[config.mk]
export PLATFORM = sky130hd
export DESIGN_NAME = pulse_channel_with_sweep
export DESIGN_NICKNAME = d
export VERILOG_FILES = /design/src/rtl/pcws_pkg.sv /design/src/rtl/pulse_channel_with_sweep.sv
export SDC_FILE = /design/constraint.sdc
export NUM_CORES = 1
export LEC_CHECK = 0
export ABC_AREA = 0
export ABC_CLOCK_PERIOD_IN_PS = 5600
export BUFFER_PORTS_ARGS = -buffer_cell sky130_fd_sc_hd__clkbuf_2
export CAP_MARGIN = 20
export CELL_PAD_IN_SITES_DETAIL_PLACEMENT = 1
export CELL_PAD_IN_SITES_GLOBAL_PLACEMENT = 2
export CORE_AREA = 5 5 164 181
export CTS_BUF_LIST = sky130_fd_sc_hd__clkbuf_16
export DETAILED_ROUTE_END_ITERATION = 7
export DIE_AREA = 0 0 169 186
export PLACE_DENSITY_LB_ADDON = 0.1
export RECOVER_POWER = 50
export REMOVE_ABC_BUFFERS = 1
export SKIP_CTS_REPAIR_TIMING = 1
export SYNTH_ARGS = -nofsm -noshare
export SYNTH_HDL_FRONTEND = slang
export SYNTH_SLANG_ARGS = --single-unit
[constraint.sdc]
create_clock -name clock -period 5.6 [get_ports clock]
set_input_delay 0.84 -clock clock [delete_from_list [all_inputs] [get_ports clock]]
set_output_delay 0.84 -clock clock [all_outputs]
set_load 0.02 [all_outputs]
[src/rtl/pcws_pkg.sv]
// ----------------------------------------------------------------------------
// pcws_pkg
// Operation codes, register indexes, constants and helpers for the square-wave
// channel with sweep, envelope and length counter.
// ----------------------------------------------------------------------------
package pcws_pkg;

   localparam logic [1:0] OP_WRITE  = 2'd0;
   localparam logic [1:0] OP_READ   = 2'd1;
   localparam logic [1:0] OP_FRAME  = 2'd2;
   localparam logic [1:0] OP_PERIOD = 2'd3;

   localparam logic [2:0] REG_SWEEP    = 3'd0;
   localparam logic [2:0] REG_DUTY_LEN = 3'd1;
   localparam logic [2:0] REG_ENVELOPE = 3'd2;
   localparam logic [2:0] REG_PER_LOW  = 3'd3;
   localparam logic [2:0] REG_PER_HIGH = 3'd4;

   localparam logic [10:0] MAX_PERIOD    = 11'h7FF;
   localparam logic [6:0]  LEN_FULL      = 7'd64;
   localparam logic [3:0]  ZOMBIE_NIBBLE = 4'h8;
   localparam logic [3:0]  SWEEP_IDLE    = 4'd8;

   function automatic logic [7:0] duty_pattern(input logic [1:0] sel);
      logic [7:0] pat;
      case (sel)
         2'd0:    pat = 8'b0000_0001;
         2'd1:    pat = 8'b0000_0011;
         2'd2:    pat = 8'b0000_1111;
         default: pat = 8'b1111_1100;
      endcase
      return pat;
   endfunction

   // shadow plus or minus shadow >> shift; bit 11 flags an overflow
   function automatic logic [11:0] sweep_sum(input logic [10:0] shadow,
                                             input logic [7:0] sweep);
      logic [10:0] delta;
      delta = shadow >> sweep[2:0];
      if (sweep[3]) begin
         return {1'b0, shadow - delta};
      end
      return {1'b0, shadow} + {1'b0, delta};
   endfunction

endpackage

[src/rtl/pulse_channel_with_sweep.sv]
// ----------------------------------------------------------------------------
// pulse_channel_with_sweep
// Square-wave sound channel with frequency sweep, volume envelope and length
// counter.
//
// Requests arrive on the req_ channel: the operation in req_tuser, the
// register index and write byte in req_tdata. Each request is a register
// write, a register read, a frame-sequencer tick or a period tick.
// Every request yields exactly one response on the rsp_ channel carrying
// read data, channel and DAC status, the digital level and the period.
// The full state update is one combinational pass from the state registers
// into the response register: rsp_tvalid rises in the cycle after acceptance,
// and one request is taken every cycle unless a held response stalls it.
// req_tready drops only while a response is held because rsp_tready is low;
// the request arriving in the cycle the response is taken is accepted.
// Synchronous reset clears all registers but rsp_tdata; frame_ff restarts so
// that the first frame tick is step 0. No clearing pass follows reset.
// ----------------------------------------------------------------------------
module pulse_channel_with_sweep
   import pcws_pkg::*;
(
   input  logic        clock,
   input  logic        reset,
   input  logic        req_tvalid,
   output logic        req_tready,
   input  logic [15:0] req_tdata,   // reg_index[2:0], write_data[10:3]
   input  logic [1:0]  req_tuser,   // operation[1:0]
   output logic        rsp_tvalid,
   input  logic        rsp_tready,
   output logic [31:0] rsp_tdata    // read_data[7:0], channel_active[8], dac_on[9],
                                    // sample_level[13:10], current_period[24:14]
);

   logic [7:0]  sweep_ff, sweep_in;
   logic [7:0]  duty_len_ff, duty_len_in;
   logic [7:0]  env_ff, env_in;
   logic [7:0]  per_low_ff, per_low_in;
   logic [7:0]  per_high_ff, per_high_in;
   logic        on_ff, on_in;
   logic [6:0]  len_ff, len_in;
   logic [3:0]  vol_ff, vol_in;
   logic [2:0]  env_timer_ff, env_timer_in;
   logic [3:0]  sweep_timer_ff, sweep_timer_in;
   logic        sweep_act_ff, sweep_act_in;
   logic [10:0] shadow_ff, shadow_in;
   logic        sub_ff, sub_in;
   logic [10:0] count_ff, count_in;
   logic [2:0]  duty_step_ff, duty_step_in;
   logic [2:0]  frame_ff, frame_in;

   logic        rsp_valid_ff, rsp_valid_in;
   logic [31:0] rsp_data_ff, rsp_data_in;

   logic        accept;
   logic [1:0]  op;
   logic [2:0]  idx;
   logic [7:0]  wdata;

   assign op     = req_tuser;
   assign idx    = req_tdata[2:0];
   assign wdata  = req_tdata[10:3];
   assign req_tready = !rsp_valid_ff || rsp_tready;
   assign accept = req_tvalid && req_tready;

   always_comb begin
      logic [11:0] nxt1;
      logic [11:0] nxt2;
      logic [2:0]  pace;
      logic        fire;
      logic        was_en;
      logic [7:0]  rd;
      logic [3:0]  level;
      logic [7:0]  pat;

      sweep_in       = sweep_ff;
      duty_len_in    = duty_len_ff;
      env_in         = env_ff;
      per_low_in     = per_low_ff;
      per_high_in    = per_high_ff;
      on_in          = on_ff;
      len_in         = len_ff;
      vol_in         = vol_ff;
      env_timer_in   = env_timer_ff;
      sweep_timer_in = sweep_timer_ff;
      sweep_act_in   = sweep_act_ff;
      shadow_in      = shadow_ff;
      sub_in         = sub_ff;
      count_in       = count_ff;
      duty_step_in   = duty_step_ff;
      frame_in       = frame_ff;
      nxt1           = 12'd0;
      nxt2           = 12'd0;
      pace           = sweep_ff[6:4];
      fire           = 1'b0;
      was_en         = per_high_ff[6];
      rd             = 8'h00;

      case (op)
         OP_WRITE: begin
            case (idx)
               REG_SWEEP: begin
                  sweep_in = wdata | 8'h80;
                  if (sub_ff && !sweep_in[3]) on_in = 1'b0;
               end
               REG_DUTY_LEN: begin
                  duty_len_in = wdata;
                  len_in      = LEN_FULL - {1'b0, wdata[5:0]};
               end
               REG_ENVELOPE: begin
                  env_in = wdata;
                  if (wdata[7:3] == 5'd0) begin
                     on_in = 1'b0;
                  end else if (on_ff && wdata[3:0] == ZOMBIE_NIBBLE) begin
                     vol_in = vol_ff + 4'd1;
                  end
               end
               REG_PER_LOW: begin
                  per_low_in = wdata;
               end
               REG_PER_HIGH: begin
                  per_high_in = wdata | 8'h38;
                  if (!was_en && per_high_in[6] && !frame_ff[0] && len_in != 7'd0) begin
                     len_in = len_in - 7'd1;
                     if (len_in == 7'd0) on_in = 1'b0;
                  end
                  if (per_high_in[7]) begin
                     count_in = {per_high_in[2:0], per_low_ff};
                     if (len_in == 7'd0) begin
                        len_in = LEN_FULL;
                        if (!frame_ff[0] && per_high_in[6]) len_in = LEN_FULL - 7'd1;
                     end
                     env_timer_in = env_ff[2:0];
                     vol_in       = env_ff[7:4];
                     if (env_ff[7:3] != 5'd0) on_in = 1'b1;
                     sub_in         = 1'b0;
                     shadow_in      = {per_high_in[2:0], per_low_ff};
                     sweep_timer_in = (pace != 3'd0) ? {1'b0, pace} : SWEEP_IDLE;
                     sweep_act_in   = (pace != 3'd0) || (sweep_ff[2:0] != 3'd0);
                     if (sweep_ff[2:0] != 3'd0) begin
                        nxt1 = sweep_sum(shadow_in, sweep_ff);
                        if (sweep_ff[3]) sub_in = 1'b1;
                        if (nxt1[11]) on_in = 1'b0;
                     end
                  end
               end
               default: begin
               end
            endcase
         end
         OP_READ: begin
            case (idx)
               REG_SWEEP:    rd = sweep_ff | 8'h80;
               REG_DUTY_LEN: rd = duty_len_ff | 8'h3F;
               REG_ENVELOPE: rd = env_ff;
               REG_PER_HIGH: rd = per_high_ff | 8'hBF;
               default:      rd = 8'hFF;
            endcase
         end
         OP_FRAME: begin
            frame_in = frame_ff + 3'd1;
            if (frame_in[1:0] == 2'd2) begin
               fire = 1'b1;
               if (sweep_timer_ff != 4'd0) begin
                  sweep_timer_in = sweep_timer_ff - 4'd1;
                  fire = (sweep_timer_in == 4'd0);
               end
               if (fire) begin
                  sweep_timer_in = (pace != 3'd0) ? {1'b0, pace} : SWEEP_IDLE;
                  if (sweep_act_ff && pace != 3'd0) begin
                     nxt1 = sweep_sum(shadow_ff, sweep_ff);
                     if (sweep_ff[3]) sub_in = 1'b1;
                     if (nxt1[11]) on_in = 1'b0;
                     if (!nxt1[11] && sweep_ff[2:0] != 3'd0) begin
                        per_low_in  = nxt1[7:0];
                        per_high_in = {per_high_ff[7:3], nxt1[10:8]};
                        shadow_in   = nxt1[10:0];
                        nxt2 = sweep_sum(nxt1[10:0], sweep_ff);
                        if (nxt2[11]) on_in = 1'b0;
                     end
                  end
               end
            end
            if (frame_in == 3'd7 && env_ff[2:0] != 3'd0) begin
               fire = 1'b1;
               if (env_timer_ff != 3'd0) begin
                  env_timer_in = env_timer_ff - 3'd1;
                  fire = (env_timer_in == 3'd0);
               end
               if (fire) begin
                  env_timer_in = env_ff[2:0];
                  if (env_ff[3]) begin
                     if (vol_ff != 4'd15) vol_in = vol_ff + 4'd1;
                  end else begin
                     if (vol_ff != 4'd0) vol_in = vol_ff - 4'd1;
                  end
               end
            end
            if (!frame_in[0] && per_high_in[6] && len_in != 7'd0) begin
               len_in = len_in - 7'd1;
               if (len_in == 7'd0) on_in = 1'b0;
            end
         end
         OP_PERIOD: begin
            if (on_ff) begin
               if (count_ff == MAX_PERIOD) begin
                  count_in     = {per_high_ff[2:0], per_low_ff};
                  duty_step_in = duty_step_ff + 3'd1;
               end else begin
                  count_in = count_ff + 11'd1;
               end
            end
         end
         default: begin
         end
      endcase

      pat   = duty_pattern(duty_len_in[7:6]);
      level = (on_in && pat[duty_step_in]) ? vol_in : 4'd0;
      rsp_data_in = {7'd0, per_high_in[2:0], per_low_in, level,
                     (env_in[7:3] != 5'd0), on_in, rd};
   end

   always_comb begin
      rsp_valid_in = rsp_valid_ff;
      if (accept) begin
         rsp_valid_in = 1'b1;
      end else if (rsp_tready) begin
         rsp_valid_in = 1'b0;
      end
   end

   always_ff @(posedge clock) begin
      if (reset) begin
         sweep_ff       <= 8'd0;
         duty_len_ff    <= 8'd0;
         env_ff         <= 8'd0;
         per_low_ff     <= 8'd0;
         per_high_ff    <= 8'd0;
         on_ff          <= 1'b0;
         len_ff         <= 7'd0;
         vol_ff         <= 4'd0;
         env_timer_ff   <= 3'd0;
         sweep_timer_ff <= 4'd0;
         sweep_act_ff   <= 1'b0;
         shadow_ff      <= 11'd0;
         sub_ff         <= 1'b0;
         count_ff       <= 11'd0;
         duty_step_ff   <= 3'd0;
         frame_ff       <= 3'd7;
         rsp_valid_ff   <= 1'b0;
      end else begin
         rsp_valid_ff <= rsp_valid_in;
         if (accept) begin
            sweep_ff       <= sweep_in;
            duty_len_ff    <= duty_len_in;
            env_ff         <= env_in;
            per_low_ff     <= per_low_in;
            per_high_ff    <= per_high_in;
            on_ff          <= on_in;
            len_ff         <= len_in;
            vol_ff         <= vol_in;
            env_timer_ff   <= env_timer_in;
            sweep_timer_ff <= sweep_timer_in;
            sweep_act_ff   <= sweep_act_in;
            shadow_ff      <= shadow_in;
            sub_ff         <= sub_in;
            count_ff       <= count_in;
            duty_step_ff   <= duty_step_in;
            frame_ff       <= frame_in;
         end
      end
   end

   always_ff @(posedge clock) begin
      if (accept) begin
         rsp_data_ff <= rsp_data_in;
      end
   end

   assign rsp_tvalid = rsp_valid_ff;
   assign rsp_tdata  = rsp_data_ff;

   a_on_needs_dac: assert property (@(posedge clock) disable iff (reset)
      on_ff |-> (env_ff[7:3] != 5'd0))
      else $error("channel on with DAC disabled");

   a_len_range: assert property (@(posedge clock) disable iff (reset)
      len_ff <= LEN_FULL)
      else $error("length counter above full");

   a_level_needs_on: assert property (@(posedge clock) disable iff (reset)
      rsp_valid_ff && rsp_data_ff[13:10] != 4'd0 |-> rsp_data_ff[8])
      else $error("nonzero level while channel off");

   a_stall_blocks: assert property (@(posedge clock) disable iff (reset)
      rsp_valid_ff && !rsp_tready |-> !req_tready)
      else $error("request taken while response held");

   a_state_holds: assert property (@(posedge clock) disable iff (reset)
      !accept |=> $stable(frame_ff) && $stable(count_ff) && $stable(on_ff))
      else $error("state changed without a request");

endmodule
# Yosys cells after proc, flatten, opt, wreduce, memory -nomap -nowiden
# Cells that the tools add are included.
# totals
word_cells	255
output_inout_bits	34
input_bits	22
regBits	110
# classes
mux	133
add_sub_neg	15
n_lt_le_gt_ge	1
shift	3
reduce_logical	53
n_eq_ne	27
# op_table
cell	n
two-way mux 12 bit	19
two-way mux 11 bit	8
two-way mux 8 bit	9
two-way mux 7 bit	9
two-way mux 4 bit	14
two-way mux 1 bit	46
one-hot mux 11 bit (2 select lines)	2
one-hot mux 7 bit (2 select lines)	3
adder 11 x 11 -> 12 bit	3
two-way mux 3 bit	12
right shift 11 x 3 -> 11 bit	3
subtractor 11 bit	3
one-hot mux 8 bit (4 select lines)	1
one-hot mux 4 bit (2 select lines)	3
one-hot mux 8 bit (3 select lines)	1
inequality test 2 bit, second input constant	10
one-hot mux 8 bit (2 select lines)	1
AND reduction 8 bit	2
logical NOT 7 bit	2
logical AND 1 bit	13
AND reduction 3 bit	4
AND reduction 6 bit	2
nonzero test 3 bit	4
adder 11 x 1 -> 11 bit, second input constant	1
other kinds (33)	57

# Longest topological paths before layout
# Gate-level depths: netlist of the first run.
# logic_depth
depth_word	35
depth_mapped	27
depth_no_buf	25

# Least setup slack after synthesis of the first run
# No wires, ideal clock.
# synth_timing
path_kind	flip-flop to flip-flop
startpoint	register sweep_ff[0]
endpoint	register rsp_data_ff[10] (netlist: rsp_tdata[10]) (data pin)
setup_slack_ns	0.162
required_ns	5.335
t_arrival_ns	5.173
setup_time_ns	0.265
stages_incl_launch_ff	26
cell_sequence	dfxtp_1 > buf_2 > buf_1 > buf_1 > mux2i_1 > nand2_1 > o21ai_0 > nand2_1 > o21ai_0 > ha_1 > nand2b_1 > a211oi_1 > mux2_2 > nor3_1 > inv_1 > mux2_2 > a211oi_1 > a21oi_1 > ha_1 > nor2b_1 > o311ai_0 > a31o_2 > o21ai_0 > o2111ai_1 > a21oi_2 > nor3b_1
# synth_via
elab_chain_cells	25
# synth_lines
item	line	text
start, declared	pulse_channel_with_sweep.sv:34	logic [7:0] sweep_ff, sweep_in;
start signal, assigned	pulse_channel_with_sweep.sv:254	sweep_ff <= sweep_in;
right shift 11 x 3 -> 11 bit	pcws_pkg.sv:39	delta = shadow >> sweep[2:0];
subtractor 11 bit	pcws_pkg.sv:41	return {1'b0, shadow - delta};
two-way mux 12 bit	pcws_pkg.sv:40	if (sweep[3]) begin
two-way mux 12 bit	pcws_pkg.sv:43	return {1'b0, shadow} + {1'b0, delta};
two-way mux 12 bit	pulse_channel_with_sweep.sv:169	if (sweep_act_ff && pace != 3'd0) begin
two-way mux 12 bit	pulse_channel_with_sweep.sv:167	if (fire) begin
two-way mux 12 bit	pulse_channel_with_sweep.sv:161	if (frame_in[1:0] == 2'd2) begin
two-way mux 12 bit	pulse_channel_with_sweep.sv:98	case (op)
[9 not listed]	n/a	
two-way mux 1 bit	pulse_channel_with_sweep.sv:173	if (!nxt1[11] && sweep_ff[2:0] != 3'd0) begin
two-way mux 1 bit	pulse_channel_with_sweep.sv:169	
two-way mux 1 bit	pulse_channel_with_sweep.sv:167	
two-way mux 1 bit	pulse_channel_with_sweep.sv:161	
two-way mux 1 bit	pulse_channel_with_sweep.sv:200	if (len_in == 7'd0) on_in = 1'b0;
two-way mux 1 bit	pulse_channel_with_sweep.sv:198	if (!frame_in[0] && per_high_in[6] && len_in != 7'd0) begin
one-hot mux 1 bit (2 select lines) (*)	pulse_channel_with_sweep.sv:98	
logical AND 1 bit (*)	pulse_channel_with_sweep.sv:218	level = (on_in && pat[duty_step_in]) ? vol_in : 4'd0;
end signal, assigned	pulse_channel_with_sweep.sv:276	rsp_data_ff <= rsp_data_in;
end, declared	pulse_channel_with_sweep.sv:52	logic [31:0] rsp_data_ff, rsp_data_in;
# Mark *: on every way between the ends. The rest lies on a longest branch, timed or not. The select of a mux whose other input is x is not followed.
# A chain may end at the register's enable or synchronous reset.

# Final worst setup path of the first run
# layout_timing
startpoint	register sweep_ff[1]
endpoint	register rsp_data_ff[10] (netlist: rsp_tdata[10]) (data pin)
# The elaborated chain is that of the path after synthesis.

==> results of run 1 <==
[per-stage QoR]
stage	hold slack [ps]	cells	utilization, %	area [µm²]
final	504.7	1608	37.64	10400
after detailed placement	494.4	1591	36.11	9975
after global placement	480.9	1591	36.11	9975
after global routing	533.4	1608	37.64	10400
after floorplan	451.1	1125	-	8841
after CTS	510.5	1607	37.24	10290
[synthesized netlist by cell type (4+ instances only)]
master	n	area (µm²)
sky130_fd_sc_hd__a21o_1	9	67.56
sky130_fd_sc_hd__o21a_1	10	75.07
sky130_fd_sc_hd__o22a_1	5	43.79
sky130_fd_sc_hd__nor3_1	31	155.2
sky130_fd_sc_hd__clkbuf_8	6	82.58
sky130_fd_sc_hd__and2_1	11	68.82
sky130_fd_sc_hd__edfxtp_1	25	750.7
sky130_fd_sc_hd__ha_1	62	775.7
sky130_fd_sc_hd__a21oi_1	105	525.5
sky130_fd_sc_hd__mux2_2	17	191.4
sky130_fd_sc_hd__xnor2_1	8	70.07
sky130_fd_sc_hd__xor2_1	10	87.58
sky130_fd_sc_hd__clkbuf_1	49	183.9
sky130_fd_sc_hd__nor4_1	13	81.33
sky130_fd_sc_hd__and3_1	7	43.79
sky130_fd_sc_hd__o311ai_0	4	35.03
sky130_fd_sc_hd__a22oi_1	4	30.03
sky130_fd_sc_hd__o221ai_1	6	52.55
sky130_fd_sc_hd__inv_1	51	191.4
sky130_fd_sc_hd__o22ai_1	7	43.79
sky130_fd_sc_hd__nand2b_1	21	131.4
sky130_fd_sc_hd__buf_2	8	40.04
sky130_fd_sc_hd__a31oi_1	10	62.56
sky130_fd_sc_hd__nor2b_1	12	75.07
sky130_fd_sc_hd__nor2_1	165	619.3
sky130_fd_sc_hd__o31ai_1	5	37.54
sky130_fd_sc_hd__nand3_1	33	165.2
sky130_fd_sc_hd__buf_1	5	18.77
sky130_fd_sc_hd__nand4_1	12	75.07
sky130_fd_sc_hd__a2bb2oi_1	4	35.03
sky130_fd_sc_hd__o211a_1	4	40.04
sky130_fd_sc_hd__mux2i_1	48	480.5
sky130_fd_sc_hd__a211oi_1	31	232.7
sky130_fd_sc_hd__buf_4	8	60.06
sky130_fd_sc_hd__o211ai_1	11	82.58
sky130_fd_sc_hd__or3_1	10	62.56
sky130_fd_sc_hd__nand3b_1	7	52.55
sky130_fd_sc_hd__a311oi_1	11	96.34
sky130_fd_sc_hd__nor3b_1	8	60.06
sky130_fd_sc_hd__o21ai_0	73	365.4
sky130_fd_sc_hd__dfxtp_1	79	1582
sky130_fd_sc_hd__nand2_1	101	379.1
[tightest hold or removal path: cells and delay by family, from the launching register on]
family	cells	cell delay (ps)
compound gates	1	50
simple gates	1	70
flops	1	350
[cell type report]
cell class,instances,area share [%]
inverter,52,1.913
clock inverter,7,0.8543
sequential,104,22.46
timing repair buffer,104,6.233
clock buffer,9,2.166
tap,363,4.368
multi-input combinational,969,62.00
[cells by family (layout without fill, tap and decap cells)]
logic type	count (synthesis)	in the layout	share of synthesized area, %
and+or+nand+nor	460	460	24.05
other	1	7	0.04059
AOI/OAI and AO/OA	352	352	25.58
buffers and inverters	132	172	6.663
xor gates and xnor gates	18	18	1.706
DFF	104	104	25.24
adders and majority gates	64	64	8.830
muxes	68	68	7.882
[report_power, final]
part / total (W) / internal (W) / switching, W / leakage (nW)
combinational: 0.000299 / 0.0000936 / 0.000205 / 3.01
sequential: 0.000818 / 0.000794 / 0.0000247 / 0.891
clock: 0.000706 / 0.000390 / 0.000316 / 0.160
[per-layer routing]
metal | vias up | share of wire, % | track usage (%)
li1 | 4433 | - | -
met1 | 4558 | 46 | 28.09
met2 | 104 | 50 | 39.04
met3 | 35 | 2.2 | 2.400
met4 | 0 | 1.4 | 4.831
met5 | - | 0 | 0
[cells in the final DEF (no fill, tap or decap), types with 12 or more instances in the layout]
cell and n:
sky130_fd_sc_hd__buf_4 56, sky130_fd_sc_hd__edfxtp_1 25, sky130_fd_sc_hd__clkbuf_2 13, sky130_fd_sc_hd__nand3_1 33, sky130_fd_sc_hd__mux2_2 17, sky130_fd_sc_hd__nand2_1 101
sky130_fd_sc_hd__a211oi_1 27, sky130_fd_sc_hd__mux2i_1 45, sky130_fd_sc_hd__nor2_1 163, sky130_fd_sc_hd__o21ai_0 65, sky130_fd_sc_hd__clkbuf_1 32, sky130_fd_sc_hd__nor4_1 13
sky130_fd_sc_hd__inv_1 52, sky130_fd_sc_hd__a21oi_1 103, sky130_fd_sc_hd__dfxtp_1 78, sky130_fd_sc_hd__nor3_1 30, sky130_fd_sc_hd__ha_1 61, sky130_fd_sc_hd__nand4_1 12
sky130_fd_sc_hd__nand2b_1 20
[flip-flops by register name, summed over array words and instances (netlist names), 4 cells and up]
signal,flops
count_ff,11
env_ff,8
len_ff,7
per_high_ff,4
per_low_ff,8
rsp_tdata,25
shadow_ff,11
sweep_ff,7
sweep_timer_ff,4
vol_ff,4
[how the worst max path moves through the flow]
| stage | slack, ps | depth (start not counted) | startpoint | to |
|---|---|---|---|---|
| 2_1_floorplan | -230 | 21 | sweep_ff[1] | rsp_tdata[10] |
| 3_3_place_gp | 30 | 25 | sweep_ff[0] | rsp_tdata[10] |
| 3_5_place_dp | -110 | 25 | sweep_ff[0] | rsp_tdata[10] |
| 4_1_cts | -140 | 25 | sweep_ff[0] | rsp_tdata[10] |
| 5_1_grt | -80 | 24 | sweep_ff[1] | rsp_tdata[10] |
| 6_report | 250 | 24 | sweep_ff[1] | rsp_tdata[10] |
==> impl_metrics.toml, run 1 <==
[cts]
htree_num_levels = 3
root_cell_of_the_clock_tree = "sky130_fd_sc_hd__clkbuf_16"
cts.path.max_buffers = 2
clock_latency_ps = 370
cts.clk_slew.worst_paths_ps = 80
clkSinkCount = 104
cts_made_buffers = 9
clock_tree_from_tritoncts = "built"

[layout]
drive_above_1_share_pct = 13.09
layout-area-overhead-vs-synth_pct = 12.55
multi_input_area_um2 = 6447
inserted_diodes = 0
nets = 1326
fillCellCount = 3380
final-seq-area_um2 = 2336

[logic_synthesis]
yosys_warnings = 0
syn-mean-instance-area_um2 = 7.705
mappedNetlistArea_um2 = 9239
post_synth_num_cell_types = 100
postSynth.asyncResetShare_pct = 0
synthesis.instances = 1199
synth_ff_type = "sky130_fd_sc_hd__dfxtp_1"
seq_area_frac_synth_pct = 25.24
synth-seq-cells = 104
synth-edff-count = 25

[outcome]
failing_checks = "capacitance limit, slew limit"
run_status = "finished, violations left"

[timing]
maxSlewViolCount = 98
final.setup.tns_ps = 0
worst_clock_skew_ps = 12.66
worst_slew_pin_slew_ps = 3009
max_freq_mhz = 186.9
hold_viol_final = 0
layout_setup_ws_ps = 249.9
layout_worst_path_cycle_share_pct = 95.54
max-slew-margin-rel_pct = -100.6
final.min_clock_period_ps = 5350
finalSetupViolations = 0

[placed_design]
gp_congestion = 0.8235
place.detailed.hpwl_um = 25620
port_buffers = 43
dp_worst_setup_slack_ps = -107.9

[critical_path]
ff2ff_setup_slack_ps = 250
critical_path.reg2reg.endpoint = "rsp_tdata[10]"
critical-path-max-stage-delay_ps = 390
critical-path-slowest-cell = "sky130_fd_sc_hd__dfxtp_1"
timing.critical_path.buf_inv = 3
worstSetupEndpointType = "flip-flop"
crit_path_max_fanout = 16
crit_arrival_ps = 5460
path_delay_family = "compound AO/OA/AOI/OAI gates"
cp-start-kind = "flip-flop"
path_cells = "buf_4 -> nand2_1 -> o22ai_1 -> nand2_1 -> and2_1 -> ha_1 -> a21o_1 -> a211o_1 -> o221a_2 -> a311oi_4 -> nor2_2 -> mux2_2 -> buf_4 -> nand3_1 -> o21ai_0 -> ha_1 -> nand4_1 -> nor2_1 -> nand4_1 -> a311oi_2 -> o2111ai_2 -> buf_6 -> a21oi_4 -> nor3b_1"
reg2reg_depth = 24
critPathRequiredTime_ps = 5710
reg_to_reg_start = "sweep_ff[1]"
criticalPathCategory = "reg -> reg"

[global_route]
grt_max_degree = 56
number_of_global_route_vias_before_repair = 9276
overflow = 0
grt_first_pass_wirelength_um = 53910
grt.total_usage_pct = 21.71
grt_antenna_before_repair = 0

[floorplanning]
chipHeight_um = 186
die_area_um2 = 31430
top_level_ports = 56
die_w_um = 169
floorplan.initialDensity_pct = 33.44
row_count = 64
coreArea_um2 = 27630

[min_path]
hold-path-cell-count = 2
worst_hold_path.endpoint = "duty_step_ff[1]"
min-delay-path-class = "reg -> reg"
worst_hold_startpoint = "duty_step_ff[1]"

[power]
post-layout-total-power_w = 0.001823
pwr_density_nw_per_um2 = 175.3
vdd_ir_drop_max_mv = 0.1545
power_leakage_nw = 4.063

[drt]
routed_via_density = 5.678
number_of_drc_violations_after_detailed_routing = 0
firstDrtPassIters = 4
postRouteAntennaNets = 0
postRouteWirelength_um = 34080
routedWlPerCell_um = 21.19
drtIter0Drc = 388
routed-via-count = 9130

[flow_run]
max-cap-violations = 2
Note: power is estimated with default switching activity, not from simulation.
==> inputs of run 2 (changes only) <==
--- a/config.mk
+++ b/config.mk
@@ -11,10 +11,10 @@
 export CAP_MARGIN = 20
 export CELL_PAD_IN_SITES_DETAIL_PLACEMENT = 1
 export CELL_PAD_IN_SITES_GLOBAL_PLACEMENT = 2
-export CORE_AREA = 5 5 164 181
+export CORE_AREA = 2 2 161 178
 export CTS_BUF_LIST = sky130_fd_sc_hd__clkbuf_16
 export DETAILED_ROUTE_END_ITERATION = 7
-export DIE_AREA = 0 0 169 186
+export DIE_AREA = 0 0 163 180
 export PLACE_DENSITY_LB_ADDON = 0.1
 export RECOVER_POWER = 50
 export REMOVE_ABC_BUFFERS = 1
==> constraint.sdc (replaced) <==
create_clock -name clock -period 5.6 [get_ports clock]
set_input_delay 0.28 -clock clock [delete_from_list [all_inputs] [get_ports clock]]
set_output_delay 0.28 -clock clock [all_outputs]
set_load 0.02 [all_outputs]
==> impl_metrics.toml, run 2 (synthesis gave the netlist of run 1 again) <==
[outcome]
run_status = "finished, violations left"
failing_checks = "capacitance limit, slew limit"

[placed_design]
port_buffers = 43
gp_congestion = 0.8286
place.detailed.hpwl_um = 25440
dp_worst_setup_slack_ps = -46.82

[cts]
clock_latency_ps = 380
clkSinkCount = 104
cts.path.max_buffers = 2
clock_tree_from_tritoncts = "built"
htree_num_levels = 3
cts_made_buffers = 9
root_cell_of_the_clock_tree = "sky130_fd_sc_hd__clkbuf_16"
cts.clk_slew.worst_paths_ps = 80

[power]
post-layout-total-power_w = 0.001795
vdd_ir_drop_max_mv = 0.1207
pwr_density_nw_per_um2 = 175.8
power_leakage_nw = 4.000

[drt]
routed_via_density = 5.690
number_of_drc_violations_after_detailed_routing = 0
postRouteWirelength_um = 34350
drtIter0Drc = 462
routedWlPerCell_um = 21.52
postRouteAntennaNets = 0
firstDrtPassIters = 5
routed-via-count = 9082

[layout]
layout-area-overhead-vs-synth_pct = 10.56
nets = 1314
final_common_cell = "sky130_fd_sc_hd__nor2_1"
final_cell_mix = "sky130_fd_sc_hd__nor2_1, sky130_fd_sc_hd__a21oi_1, sky130_fd_sc_hd__nand2_1"
inserted_diodes = 0
largest_reg_flops = 25
drive_above_1_share_pct = 11.52
fillCellCount = 3426

[global_route]
grt_first_pass_wirelength_um = 53970
overflow = 0
number_of_global_route_vias_before_repair = 9070
grt_antenna_before_repair = 1
grt.total_usage_pct = 23.63
grt_max_degree = 40

[floorplanning]
row_count = 64
die_w_um = 163
floorplan.initialDensity_pct = 33.44
top_level_ports = 56
chipHeight_um = 180
die_area_um2 = 29340
coreArea_um2 = 27630

[timing]
worst_slew_pin_slew_ps = 2109
layout_setup_ws_ps = 247.8
layout_worst_path_cycle_share_pct = 95.58
rsz0062_at_grt = "false"
finalSetupViolations = 0
max_freq_mhz = 186.8
max-slew-margin-rel_pct = -40.63
maxSlewViolCount = 40
final.min_clock_period_ps = 5352
hold_viol_final = 0
worst_hold_slack_ps = 132.1
worst_clock_skew_ps = 11.27

[critical_path]
crit_path_max_fanout = 8
ff2ff_setup_slack_ps = 250
critical-path-slowest-cell = "sky130_fd_sc_hd__mux4_2"
path_delay_family = "compound AO/OA/AOI/OAI gates"
path_cells = "clkinv_1 -> mux2i_1 -> nor2_1 -> nor2_2 -> buf_4 -> buf_4 -> fa_1 -> a21o_1 -> a211oi_1 -> a21oi_1 -> xnor2_1 -> inv_1 -> mux2_2 -> mux4_2 -> ha_1 -> o311ai_0 -> a31o_2 -> o21ai_1 -> o2111ai_2 -> a21oi_2 -> buf_4 -> nor3b_1"
crit_arrival_ps = 5470
critPathRequiredTime_ps = 5720
critical-path-max-stage-delay_ps = 480
worstSetupEndpointType = "flip-flop"
cp-start-kind = "flip-flop"
path_common_cell = "sky130_fd_sc_hd__buf_4"
timing.critical_path.buf_inv = 5
criticalPathCategory = "reg -> reg"

[min_path]
min-delay-path-class = "in -> reg"

[flow_run]
max-cap-violations = 1
run 2: cell count changes in the layout (fill, tap and decap cells not counted), moves of 2 or more:
cell / delta
sky130_fd_sc_hd__buf_4: -13
sky130_fd_sc_hd__clkbuf_2: +3
sky130_fd_sc_hd__mux2i_1: +3
sky130_fd_sc_hd__mux2i_2: -2
sky130_fd_sc_hd__o21ai_0: +2
sky130_fd_sc_hd__o21ai_2: -2
run 2: layer usage:
metal  vias up  GRT usage (%)  routed length, µm
met5         -              0                  0
met4         0          6.549                628
met3        33          2.723                812
met2       108          39.68              16730
met1      4515          31.89              16180
li1       4426              -                  -
run 2: per-stage QoR:
step	utilization [%]	std cells	TNS, ps	cell area (µm²)
after global routing	36.97	1596	0	10210
after CTS	36.67	1590	-274.3	10130
after floorplan	-	1125	-1160	8841
after global placement	35.60	1574	0	9834
final	36.97	1596	0	10210
after detailed placement	35.60	1574	-163.4	9834
run 2: cell type report:
cell class	instances	area, µm²	share of cell area [%]
multi-input cells	969	6391	62.57
flip-flops and latches	104	2336	22.87
repair buffers	92	541.8	5.304
well taps	363	454.2	4.446
clock buffers	9	225.2	2.205
inverters	52	195.2	1.911
clock inverters	7	71.32	0.6982
run 2: final timing paths:
check	from	endpoint	depth (start not counted)
hold / removal	req_tvalid	rsp_tvalid	3
setup reg to reg	sweep_ff[1]	rsp_tdata[10]	22
hold reg to reg	duty_len_ff[7]	duty_len_ff[7]	2
setup / recovery	sweep_ff[1]	rsp_tdata[10]	22
run 2: where the power goes:
| part | total, W | internal (W) | switching, W |
|---|---|---|---|
| Clock | 0.000679 | 0.000348 | 0.000332 |
| Sequential | 0.000818 | 0.000793 | 0.0000249 |
| Combinational | 0.000298 | 0.0000926 | 0.000206 |
| Total | 0.00180 | 0.00123 | 0.000562 |
run 2: worst register-to-register path: stages (launching register included):
cell	delay, ps
sky130_fd_sc_hd__dfxtp_1	340
sky130_fd_sc_hd__clkinv_1	280
sky130_fd_sc_hd__mux2i_1	220
sky130_fd_sc_hd__nor2_1	180
sky130_fd_sc_hd__nor2_2	80
sky130_fd_sc_hd__buf_4	130
sky130_fd_sc_hd__buf_4	120
sky130_fd_sc_hd__fa_1	410
sky130_fd_sc_hd__a21o_1	230
sky130_fd_sc_hd__a211oi_1	260
sky130_fd_sc_hd__a21oi_1	80
sky130_fd_sc_hd__xnor2_1	300
sky130_fd_sc_hd__inv_1	150
sky130_fd_sc_hd__mux2_2	290
sky130_fd_sc_hd__mux4_2	480
sky130_fd_sc_hd__ha_1	360
sky130_fd_sc_hd__o311ai_0	160
sky130_fd_sc_hd__a31o_2	250
sky130_fd_sc_hd__o21ai_1	140
sky130_fd_sc_hd__o2111ai_2	240
sky130_fd_sc_hd__a21oi_2	180
sky130_fd_sc_hd__buf_4	150
sky130_fd_sc_hd__nor3b_1	50
